**config.mk**
```make
export PLATFORM = sky130hd
export DESIGN_NAME = max_gap_seat_allocator
export DESIGN_NICKNAME = d
export VERILOG_FILES = /design/src/sv/msa_pkg.sv /design/src/sv/msa_ctrl.sv /design/src/sv/msa_dp.sv /design/src/sv/max_gap_seat_allocator.sv
export SDC_FILE = /design/constraint.sdc
export NUM_CORES = 2
export LEC_CHECK = 0
export ABC_AREA = 1
export BUFFER_PORTS_ARGS = -buffer_cell sky130_fd_sc_hd__buf_2
export CAP_MARGIN = 20
export CORE_MARGIN = 4
export CORE_UTILIZATION = 23
export CTS_CLUSTER_SIZE = 8
export DETAILED_ROUTE_END_ITERATION = 10
export HOLD_SLACK_MARGIN = 0.12
export PLACE_DENSITY_LB_ADDON = 0.3
export SLEW_MARGIN = 10
export SYNTH_ARGS = -nofsm -noshare
export SYNTH_HDL_FRONTEND = slang
export SYNTH_SLANG_ARGS = --single-unit
```
**constraint.sdc**
```tcl
create_clock -name clk -period 9.37 [get_ports clk]
set_input_delay 0.4685 -clock clk [delete_from_list [all_inputs] [get_ports clk]]
set_output_delay 0.4685 -clock clk [all_outputs]
set_load 0.05 [all_outputs]
```
**src/sv/msa_pkg.sv**
```systemverilog
// ----------------------------------------------------------------------------
// msa_pkg
// Shared constants, codes and control types of the max-gap seat allocator.
// ----------------------------------------------------------------------------
package msa_pkg;

  localparam int MAX_SLOTS = 1024;
  localparam int SLOT_W    = $clog2(MAX_SLOTS);
  localparam int CNT_W     = SLOT_W + 1;
  localparam int CFG_W     = 11;

  typedef enum logic [1:0] {
    ST_OK          = 2'd0,
    ST_FULL        = 2'd1,
    ST_BAD_RELEASE = 2'd2
  } stat_code_t;

  typedef enum logic {
    REQ_ALLOC   = 1'b0,
    REQ_RELEASE = 1'b1
  } req_code_t;

  typedef struct packed {
    logic capture;
    logic scan_step;
    logic commit_alloc;
    logic commit_rel;
    logic clear_step;
  } dp_cmd_t;

  typedef struct packed {
    logic in_rel;
    logic scan_last;
    logic clear_last;
    logic out_busy;
  } dp_stat_t;

endpackage

```
**src/sv/msa_ctrl.sv**
```systemverilog
// ----------------------------------------------------------------------------
// msa_ctrl
// Sequencer for map clearing, allocate scans and releases.
// ----------------------------------------------------------------------------
module msa_ctrl (
  input  logic              clk,
  input  logic              rst,
  input  logic              in_valid,
  output logic              in_stall,
  input  msa_pkg::dp_stat_t stat,
  output msa_pkg::dp_cmd_t  cmd
);

  typedef enum logic [4:0] {
    S_CLEAR     = 5'b00001,
    S_IDLE      = 5'b00010,
    S_SCAN      = 5'b00100,
    S_ALLOC_END = 5'b01000,
    S_REL_END   = 5'b10000
  } state_t;

  state_t state;
  state_t state_next;

  always_ff @(posedge clk) begin
    if (rst) begin
      state <= S_CLEAR;
    end else begin
      state <= state_next;
    end
  end

  always_comb begin
    state_next = state;
    cmd        = '0;
    in_stall   = 1'b1;
    unique case (state)
      S_CLEAR: begin
        cmd.clear_step = 1'b1;
        if (stat.clear_last) begin
          state_next = S_IDLE;
        end
      end
      S_IDLE: begin
        in_stall = 1'b0;
        if (in_valid) begin
          cmd.capture = 1'b1;
          state_next  = stat.in_rel ? S_REL_END : S_SCAN;
        end
      end
      S_SCAN: begin
        cmd.scan_step = 1'b1;
        if (stat.scan_last) begin
          state_next = S_ALLOC_END;
        end
      end
      S_ALLOC_END: begin
        if (!stat.out_busy) begin
          cmd.commit_alloc = 1'b1;
          state_next       = S_IDLE;
        end
      end
      S_REL_END: begin
        if (!stat.out_busy) begin
          cmd.commit_rel = 1'b1;
          state_next     = S_IDLE;
        end
      end
      default: begin
        state_next = S_CLEAR;
      end
    endcase
  end

endmodule

```
**src/sv/msa_dp.sv**
```systemverilog
// ----------------------------------------------------------------------------
// msa_dp
// Occupancy map, gap scan, row size register and result register.
// ----------------------------------------------------------------------------
module msa_dp (
  input  logic                         clk,
  input  logic                         rst,
  input  logic                         cfg_valid,
  input  logic [msa_pkg::CFG_W-1:0]    num_seats,
  input  logic                         req_type,
  input  logic [msa_pkg::SLOT_W-1:0]   release_slot,
  output logic                         out_valid,
  input  logic                         out_stall,
  output logic [msa_pkg::SLOT_W-1:0]   assigned_slot,
  output logic [1:0]                   status,
  input  msa_pkg::dp_cmd_t             cmd,
  output msa_pkg::dp_stat_t            stat
);

  logic                       map_mem [msa_pkg::MAX_SLOTS];
  logic                       rd_data;
  logic                       rd_en;
  logic [msa_pkg::SLOT_W-1:0] rd_addr;
  logic                       wr_en;
  logic                       wr_data;
  logic [msa_pkg::SLOT_W-1:0] wr_addr;

  logic [msa_pkg::CFG_W-1:0]  seats;
  logic [msa_pkg::CNT_W-1:0]  row_n;
  logic [msa_pkg::SLOT_W-1:0] rel_slot;
  logic [msa_pkg::SLOT_W-1:0] clr_cnt;

  logic [msa_pkg::CNT_W-1:0]  cur;
  logic [msa_pkg::CNT_W-1:0]  prev_p1;
  logic [msa_pkg::CNT_W-1:0]  best_dist;
  logic [msa_pkg::SLOT_W-1:0] best_slot;
  logic                       found;

  logic                       at_end;
  logic                       occ_here;
  logic                       gap_end;
  logic [msa_pkg::CNT_W-1:0]  gap_len;
  logic [msa_pkg::CNT_W-1:0]  half;
  logic [msa_pkg::CNT_W-1:0]  gap_dist;
  logic [msa_pkg::SLOT_W-1:0] cand_slot;
  logic                       rel_ok;

  always_ff @(posedge clk) begin
    if (rst) begin
      seats <= msa_pkg::CFG_W'(msa_pkg::MAX_SLOTS);
    end else if (cfg_valid) begin
      seats <= num_seats;
    end
  end

  always_comb begin
    if (seats == '0) begin
      row_n = msa_pkg::CNT_W'(1);
    end else if (msa_pkg::CNT_W'(seats) > msa_pkg::CNT_W'(msa_pkg::MAX_SLOTS)) begin
      row_n = msa_pkg::CNT_W'(msa_pkg::MAX_SLOTS);
    end else begin
      row_n = msa_pkg::CNT_W'(seats);
    end
  end

  assign at_end   = (cur == row_n);
  assign occ_here = at_end || rd_data;
  assign gap_len  = cur - prev_p1;
  assign gap_end  = occ_here && (gap_len != '0);
  assign half     = (gap_len + msa_pkg::CNT_W'(1)) >> 1;

  always_comb begin
    priority if (prev_p1 == '0) begin
      gap_dist  = cur;
      cand_slot = '0;
    end else if (at_end) begin
      gap_dist  = gap_len;
      cand_slot = msa_pkg::SLOT_W'(row_n - msa_pkg::CNT_W'(1));
    end else begin
      gap_dist  = half;
      cand_slot = msa_pkg::SLOT_W'(prev_p1 - msa_pkg::CNT_W'(1) + half);
    end
  end

  assign rel_ok = ({1'b0, rel_slot} < row_n) && rd_data;

  always_comb begin
    rd_en   = cmd.capture || cmd.scan_step;
    rd_addr = msa_pkg::SLOT_W'(cur + msa_pkg::CNT_W'(1));
    if (cmd.capture) begin
      rd_addr = (req_type == msa_pkg::REQ_RELEASE) ? release_slot : '0;
    end
  end

  always_comb begin
    wr_en   = 1'b0;
    wr_data = 1'b0;
    wr_addr = clr_cnt;
    priority if (cmd.clear_step) begin
      wr_en = 1'b1;
    end else if (cmd.commit_alloc) begin
      wr_en   = found;
      wr_data = 1'b1;
      wr_addr = best_slot;
    end else if (cmd.commit_rel) begin
      wr_en   = rel_ok;
      wr_addr = rel_slot;
    end else begin
      wr_en = 1'b0;
    end
  end

  always_ff @(posedge clk) begin
    if (wr_en) begin
      map_mem[wr_addr] <= wr_data;
    end
    if (rd_en) begin
      rd_data <= map_mem[rd_addr];
    end
  end

  always_ff @(posedge clk) begin
    if (rst) begin
      clr_cnt <= '0;
    end else if (cmd.clear_step) begin
      clr_cnt <= clr_cnt + msa_pkg::SLOT_W'(1);
    end
  end

  always_ff @(posedge clk) begin
    if (cmd.capture) begin
      rel_slot  <= release_slot;
      cur       <= '0;
      prev_p1   <= '0;
      best_dist <= '0;
      best_slot <= '0;
      found     <= 1'b0;
    end else if (cmd.scan_step) begin
      cur <= cur + msa_pkg::CNT_W'(1);
      if (occ_here) begin
        prev_p1 <= cur + msa_pkg::CNT_W'(1);
      end
      if (gap_end && (gap_dist > best_dist)) begin
        best_dist <= gap_dist;
        best_slot <= cand_slot;
        found     <= 1'b1;
      end
    end
  end

  always_ff @(posedge clk) begin
    if (rst) begin
      out_valid <= 1'b0;
    end else if (cmd.commit_alloc || cmd.commit_rel) begin
      out_valid <= 1'b1;
    end else if (!out_stall) begin
      out_valid <= 1'b0;
    end
  end

  always_ff @(posedge clk) begin
    if (cmd.commit_alloc) begin
      assigned_slot <= found ? best_slot : '0;
      status        <= found ? msa_pkg::ST_OK : msa_pkg::ST_FULL;
    end else if (cmd.commit_rel) begin
      assigned_slot <= '0;
      status        <= rel_ok ? msa_pkg::ST_OK : msa_pkg::ST_BAD_RELEASE;
    end
  end

  assign stat.in_rel     = (req_type == msa_pkg::REQ_RELEASE);
  assign stat.scan_last  = at_end;
  assign stat.clear_last = (clr_cnt == msa_pkg::SLOT_W'(msa_pkg::MAX_SLOTS - 1));
  assign stat.out_busy   = out_valid && out_stall;

endmodule

```
**src/sv/max_gap_seat_allocator.sv**
```systemverilog
// ----------------------------------------------------------------------------
// max_gap_seat_allocator
// Slot allocator that seats each allocate request as far as possible from
// its nearest occupied neighbor, with release of named slots.
// ----------------------------------------------------------------------------
// An allocate request scans the occupancy memory up to the effective row size,
// one slot per cycle, because it reads through a single read port; a release
// request needs no scan. After reset the block stalls its request input while
// it clears the occupancy memory, but it takes row size writes at any time.
// One request is in work at a time, and a new request is taken while the
// previous result waits.
module max_gap_seat_allocator (
  input  logic                       clk,
  input  logic                       rst,
  input  logic                       cfg_valid,
  output logic                       cfg_ready,
  input  logic [msa_pkg::CFG_W-1:0]  num_seats,
  input  logic                       in_valid,
  output logic                       in_stall,
  input  logic                       req_type,
  input  logic [msa_pkg::SLOT_W-1:0] release_slot,
  output logic                       out_valid,
  input  logic                       out_stall,
  output logic [msa_pkg::SLOT_W-1:0] assigned_slot,
  output logic [1:0]                 status
);

  msa_pkg::dp_cmd_t  cmd;
  msa_pkg::dp_stat_t stat;

  assign cfg_ready = 1'b1;

  msa_ctrl u_ctrl (
    .clk      (clk),
    .rst      (rst),
    .in_valid (in_valid),
    .in_stall (in_stall),
    .stat     (stat),
    .cmd      (cmd)
  );

  msa_dp u_dp (
    .clk           (clk),
    .rst           (rst),
    .cfg_valid     (cfg_valid),
    .num_seats     (num_seats),
    .req_type      (req_type),
    .release_slot  (release_slot),
    .out_valid     (out_valid),
    .out_stall     (out_stall),
    .assigned_slot (assigned_slot),
    .status        (status),
    .cmd           (cmd),
    .stat          (stat)
  );

endmodule

```
* After elaboration in Yosys (flattened, before gate mapping)
Memories as Yosys holds them, arrays and structs flattened. A register that Yosys moved wholly into a read port is not among the register bits.
Cells that the tools add are included.
** Operators by class
- Add/subtract/negate cells :: 7
- Order comparisons :: 3
- Eq/ne operators :: 12
- Mux-type cells :: 41
- Reductions and logical operators :: 15
** Operators by type and width (number)
- 10-bit 2-to-1 mux :: 10
- 11-bit 2-to-1 mux :: 4
- 5-bit 2-to-1 mux :: 5
- 11-bit by 1-bit adder with 11-bit output (second input constant) :: 2
- 11-bit zero test :: 2
- 5-bit one-hot mux with 4 select lines :: 1
- 10-bit by 1-bit subtractor with 10-bit output (second input constant) :: 2
- 1-bit 2-to-1 mux :: 18
- 11-bit equality test :: 1
- 11-bit greater-than comparator :: 1
- 11-bit greater-than comparator (second input constant) :: 1
- 10-bit by 11-bit less-than comparator with 1-bit output :: 1
- 11-bit nonzero test :: 1
- 11-bit subtractor :: 1
- 10-bit by 1-bit adder with 10-bit output (second input constant) :: 1
- 10-bit adder :: 1
- 10-bit equality test (second input constant) :: 1
- 2-bit 2-to-1 mux :: 3
- 2-bit != test (second input constant) :: 3
- 5-bit by 1-bit equality test with 1-bit output (second input constant) :: 1
- 5-bit by 2-bit equality test with 1-bit output (second input constant) :: 1
- 5-bit by 3-bit equality test with 1-bit output (second input constant) :: 1
- 5-bit by 4-bit equality test with 1-bit output (second input constant) :: 1
- 5-bit equality test (second input constant) :: 1
- 7 further kinds :: 14
** Storage, ports and cells
- Bits in registers :: 93
- Memory bits (writable) :: 1024
- Input port bits :: 27
- Output and inout bits :: 15
- Logic and storage cells :: 91
- Memories :: 1
** Memory list
- u_dp.map_mem :: words 1024, bits a word 1, rd ports 1, clocked after memory_dff 1, write ports 1, RTL line msa_dp.sv:20 : logic map_mem [msa_pkg::MAX_SLOTS];

* Depth between registers and ports, before layout
- Depth after elaboration :: 10
- Gate-level depth with buffers :: 31
- Depth with buffers taken out :: 29

* By module
A second synthesis with hierarchy kept.
** Second synthesis, totals
- Cells, all modules :: 6237
- Area, all modules :: 55214.2 um2
** By module, submodules not included
- msa_dp :: instances 1, cells each 6177, area each 54810.1 um2, seq. area each 32761.4 um2
- msa_ctrl :: instances 1, cells each 58, area each 392.9 um2, seq. area each 100.1 um2
- max_gap_seat_allocator :: instances 1, cells each 2, area each 11.3 um2, seq. area each 0.0 um2

* Worst setup path before layout
No wires, ideal clock.
- Path type :: reg-to-reg
- Start :: register u_dp.out_valid
- End :: memory u_dp.map_mem[747], enable pin
- Setup time :: 299 ps
- Arrival time :: 9406 ps
- Data required time :: 9071 ps
- Slack :: -335 ps
- Cell stages (with the launch flop) :: 10
- Buffers on the path :: 2
- Clock period less this slack :: 9705 ps
- Cell sequence :: dfxtp_1 nand2_1 inv_1 nor2_1 buf_2 a221oi_2 nor2_1 nand3_1 clkbuf_1 nor2_1
** Between the ends
- Cells in the longest elaborated chain, start to end :: 8
- Elaborated cells between the ends (all ways) :: 12
- Those cells by class :: mux (11); reduce/logical (1)
** Ends and longest elaborated chain
- start, declared :: RTL line msa_dp.sv:12 : output logic out_valid,
- start signal, assigned :: RTL line msa_dp.sv:153 : out_valid <= 1'b0;
- start signal, assigned :: RTL line msa_dp.sv:155 : out_valid <= 1'b1;
- start signal, assigned :: RTL line msa_dp.sv:157 : out_valid <= 1'b0;
- 1-bit logical AND * :: RTL line msa_dp.sv:174 : assign stat.out_busy = out_valid && out_stall;
- 1-bit 2-to-1 mux * :: RTL line msa_ctrl.sv:58, msa_ctrl.sv:64
- 1-bit 2-to-1 mux :: RTL line msa_ctrl.sv:37 : unique case (state)
- 1-bit 2-to-1 mux :: RTL line msa_dp.sv:105 : end else if (cmd.commit_rel) begin
- 1-bit 2-to-1 mux :: RTL line msa_dp.sv:101 : end else if (cmd.commit_alloc) begin
- 1-bit 2-to-1 mux :: RTL line msa_dp.sv:99 : priority if (cmd.clear_step) begin
- 1-bit 2-to-1 mux :: RTL line msa_dp.sv:114 : if (wr_en) begin
- 1-bit 2-to-1 mux (not written as such) :: RTL line msa_dp.sv:115 : map_mem[wr_addr] <= wr_data;
- end, declared :: RTL line msa_dp.sv:20
Mark *: on every way between the ends. The rest lies on a longest branch, timed or not.

* Worst setup path after layout
- Start :: register u_dp.seats[3] (netlist bit)
- End :: register u_dp.best_slot[3] (netlist bit)
** Between the ends
- Cells in the longest elaborated chain, start to end :: 9
- Elaborated cells between the ends (all ways) :: 15
- Those cells by class :: add/sub (1); order compare (2); eq/ne (1); mux (6); reduce/logical (5)
** Ends and longest elaborated chain
- start, declared :: RTL line msa_dp.sv:28 : logic [msa_pkg::CFG_W-1:0] seats;
- start signal, assigned :: RTL line msa_dp.sv:50 : seats <= msa_pkg::CFG_W'(msa_pkg::MAX_SLOTS);
- start signal, assigned :: RTL line msa_dp.sv:52 : seats <= num_seats;
- 11-bit greater-than comparator :: RTL line msa_dp.sv:59 : end else if (msa_pkg::CNT_W'(seats) > msa_pkg::CNT_W'(msa_pkg::MAX_SLOTS)) begin
- 11-bit 2-to-1 mux :: RTL line msa_dp.sv:59
- 11-bit 2-to-1 mux * :: RTL line msa_dp.sv:57 : if (seats == '0) begin
- 11-bit equality test * :: RTL line msa_dp.sv:66 : assign at_end = (cur == row_n);
- 11-bit 2-to-1 mux * :: RTL line msa_dp.sv:76 : end else if (at_end) begin
- 11-bit 2-to-1 mux * :: RTL line msa_dp.sv:73 : priority if (prev_p1 == '0) begin
- via u_dp.gap_dist (one bit) :: RTL line msa_dp.sv:44 : logic [msa_pkg::CNT_W-1:0] gap_dist;
- 11-bit greater-than comparator * :: RTL line msa_dp.sv:143 : if (gap_end && (gap_dist > best_dist)) begin
- 1-bit logical AND * :: RTL line msa_dp.sv:143
- 2-bit AND reduction (no source line) *
- end signal, assigned :: RTL line msa_dp.sv:145 : best_slot <= cand_slot;
- end, declared :: RTL line msa_dp.sv:36 : logic [msa_pkg::SLOT_W-1:0] best_slot;
Mark *: on every way through the listed nets, which the timed path passes. The rest lies on a longest branch.
A chain may end at the register's enable or synchronous reset.

==> results_dict.tcl <==
set metrics [dict create \
    synth.net_count 6186 \
    cp-start-kind "flop" \
    drtIter0Drc 3933 \
    via_per_inst 4.54 \
    finalCriticalPeriod_ns 5.58 \
    timing.rr.start "u_dp.seats[3]" \
    r2r_slack_ns 3.79 \
    final_cells 9200 \
    ys_top_cells_by_area "edfxtp_1 58%, nand2_1 9.9%, nor2_1 8.0%, nand3_1 6.8%, inv_1 4.8%" \
    finalSetupViolations 0 \
    cts_resized 0 \
    dp.cells 8955 \
    grt_util_all_layers_pct 14.3 \
    root_buffer "clkbuf_16" \
    critPathMaxFanout 27 \
    synth_cells 6105 \
    drt_pass1_iterations 6 \
    cp.arrival_ns 6.28 \
    hold_start "cfg_valid" \
    cp_top_family "simple AND/OR/NAND/NOR gates" \
    start_util_pct 23.2 \
    first_global_vias 39400 \
    antenna_found_initial 4 \
    cts_tree "yes" \
    drive_gt1_share_pct 6.70 \
    overflow 0 \
    grt_max_degree 270 \
    powerDensity_nw_per_um2 287 \
    slowest_delay_ns 0.67 \
    worstPathRequired_ns 10.07 \
    peakVddDrop_uv 312 \
    htree_levels 4 \
    end_kind "flop" \
    slew_headroom_pct 0.730 \
    r2r_cells 26 \
    drv_cap 0 \
    cts_buffers 158 \
    core_area_um2 236000 \
    fillCellCount 25300 \
    synth_area_um2 54600 \
    synth_cell_type_count 48 \
    path_common_cell "nand2_1" \
    clockBufferDepth 3 \
    synth-seq-cells 1118 \
    hold_path_class "input pin to flop" \
    cpMaxStageDelayCell "nand4_2" \
    fmax_mhz 179 \
    drt-total-wl_um 179000 \
    rsz0062_at_grt "no" \
    routedWlPerCell_um 19.4 \
    worstMarginPinSlew_ns 1.49 \
    post-dp-hpwl_um 89200 \
    io_buffers 40 \
    ant_nets 0 \
    gp_congestion 0.830 \
    whs_endpoint "u_dp.seats[3]" \
    whs_path_depth 3 \
    p_leak_nw 23.5 \
    avgSynthCellArea_um2 8.94 \
    fin_tns_setup_ns 0 \
    route.vias.total 41800 \
    hold_violations 0 \
    slew_viol_final 0 \
    reg2reg_to "u_dp.best_slot[3]" \
    grt_pass1_wl_um 264000 \
    clk_pin_slew_worst_paths_ns 0.05 \
    die_y_um 495 \
    num_io_pins 42 \
    skew_ns 0.0532 \
    path_depth 26 \
    synth_seq_area_share_pct 60.2 \
    status "finished, final reports clean" \
    yosys_warnings 0 \
    synth_top_area_share_pct 57.6 \
    yosysTopAreaCell "edfxtp_1" \
    clkLatencyLatePin_ns 0.80 \
    area_growth_pct 15.3 \
    fin_crit_sh_pct 59.5 \
    cts_sinks 1118 \
    die_w_um 495 \
    path_class "flop to flop" \
    drc 0 \
    rows 178 \
    nNetsFinal 6097 \
    worst-path-buf-inv 4 \
    fp.dieArea_um2 245000 \
]
placed cells by master (no fill, tap or decap), types with 16 or more instances in the layout:
cell | netlist | final
buf_4 | 3 | 70
clkbuf_1 | 211 | 19
dfxtp_1 | 71 | 71
xor2_1 | 30 | 30
a21oi_1 | 70 | 70
buf_2 | 155 | 40
edfxtp_1 | 1047 | 1047
nor2_1 | 1163 | 1162
nand4_1 | 16 | 16
o21ai_0 | 72 | 72
inv_1 | 704 | 702
nand3_1 | 744 | 740
buf_8 | 0 | 17
ha_1 | 52 | 52
nor3_1 | 17 | 17
nand2_1 | 1433 | 1407
clkbuf_16 | 0 | 159
dlygate4sd3_1 | 0 | 29
o211ai_1 | 151 | 151
nand2_2 | 9 | 29
report_power, final:
part | internal (W) | total [W] | leakage (nW) | switching, W
Combinational | 0.00200 | 0.00718 | 11.7 | 0.00518
Sequential | 0.00554 | 0.00564 | 9.73 | 0.0000978
Clock | 0.00305 | 0.00522 | 2.11 | 0.00217
Total | 0.0106 | 0.0180 | 23.5 | 0.00745
synthesized netlist by cell type, drive strengths merged:
cell type / number
or2: 3
o2111ai: 1
o211ai: 151
xor2: 30
nor2: 1173
o221ai: 1
o21ai: 80
and3: 2
nand3: 744
nand3b: 9
fa: 2
o31ai: 1
buf: 212
a211oi: 4
o211a: 1
a221oi: 9
a31oi: 3
nand4: 18
o22ai: 10
conb: 1
nand2: 1443
clkinv: 2
dfxtp: 71
nor3b: 1
o21bai: 4
xnor2: 6
ha: 52
edfxtp: 1047
a21o: 1
inv: 715
nor3: 18
clkbuf: 212
nor4: 8
a21oi: 70
worst min-delay path: cells and delay by family:
family / cells / cell delay [ns]
AO/OA/AOI/OAI: 1 / 0.18
buffers and inverters: 2 / 0.30
cell families (layout without fill, tap and decap cells):
kind of cell	count (synthesis)	after routing	share of synthesized area (%)
and+or+nand+nor	3419	3419	25.6
buffers and inverters	1141	1085	8.27
DFF	1118	1118	60.2
AOI/OAI and AO/OA	336	336	4.03
adders and majority gates	54	54	1.27
xor gates and xnor gates	36	36	0.578
other	1	2	0.00687
timing repair:
item	in CTS	in global routing
endpoints found under the hold margin	29	0
setup buffers	0	0
hold buffers	29	0
endpoints found under the setup margin	0	0
metrics by stage:
| step | hold slack (ns) | utilization (%) | total power (W) | worst slack, ns | instance area (um2) |
|---|---|---|---|---|---|
| 2_1_floorplan | 0.435 | - | 0.0103 | 2.94 | 54600 |
| 3_3_place_gp | 0.465 | 24.5 | 0.0129 | 3.93 | 57800 |
| 3_5_place_dp | 0.465 | 24.6 | 0.0129 | 3.80 | 57900 |
| 4_1_cts | 0.140 | 26.5 | 0.0182 | 3.81 | 62500 |
| 5_1_grt | 0.235 | 26.7 | 0.0191 | 2.99 | 62900 |
| 6_report | 0.218 | 26.7 | 0.0180 | 3.79 | 62900 |
routing by layer:
layer	track usage, %	up-vias	share of wire [%]
li1	-	19600	-
met1	18.8	20700	44
met2	24.1	1224	48
met3	2.35	266	5.9
met4	4.07	0	2.5
met5	0	-	0
sequential cells by signal, indices dropped and copies added (netlist names):
signal and count:
u_dp.out_valid 1, u_dp.clr_cnt 10, u_dp.rel_slot 10, u_dp.best_dist 11
u_dp.map_mem 1024, u_dp.rd_data 1, u_dp.seats 11, u_dp.prev_p1 11
u_ctrl.state 5, u_dp.status 2, u_dp.assigned_slot 10, u_dp.best_slot 10
u_dp.found 1, u_dp.cur 11
area by class of cell:
type / count / area [um2] / share of cell area, %
repair buffers: 175 / 1710 / 2.72
inverters: 717 / 2700 / 4.29
clock inverters: 13 / 262 / 0.416
well taps: 3150 / 3940 / 6.26
clock buffers: 180 / 4080 / 6.48
flip-flops and latches: 1118 / 32900 / 52.2
diodes: 1 / 2.50 / 0.00398
multi-input cells: 3846 / 17400 / 27.6
worst max path at each step:
stage                         startpoint           endpoint  slack (ns)
after floorplan           u_dp.out_valid  u_dp.map_mem[747]        2.94
after global placement     u_dp.seats[3]  u_dp.best_slot[5]        3.93
after detailed placement   u_dp.seats[3]  u_dp.best_slot[3]        3.80
after CTS                  u_dp.seats[3]  u_dp.best_slot[3]        3.81
after global routing       u_dp.seats[3]  u_dp.best_slot[5]        2.99
final                      u_dp.seats[3]  u_dp.best_slot[3]        3.79
No activity file was read; power rests on OpenSTA's default activity.
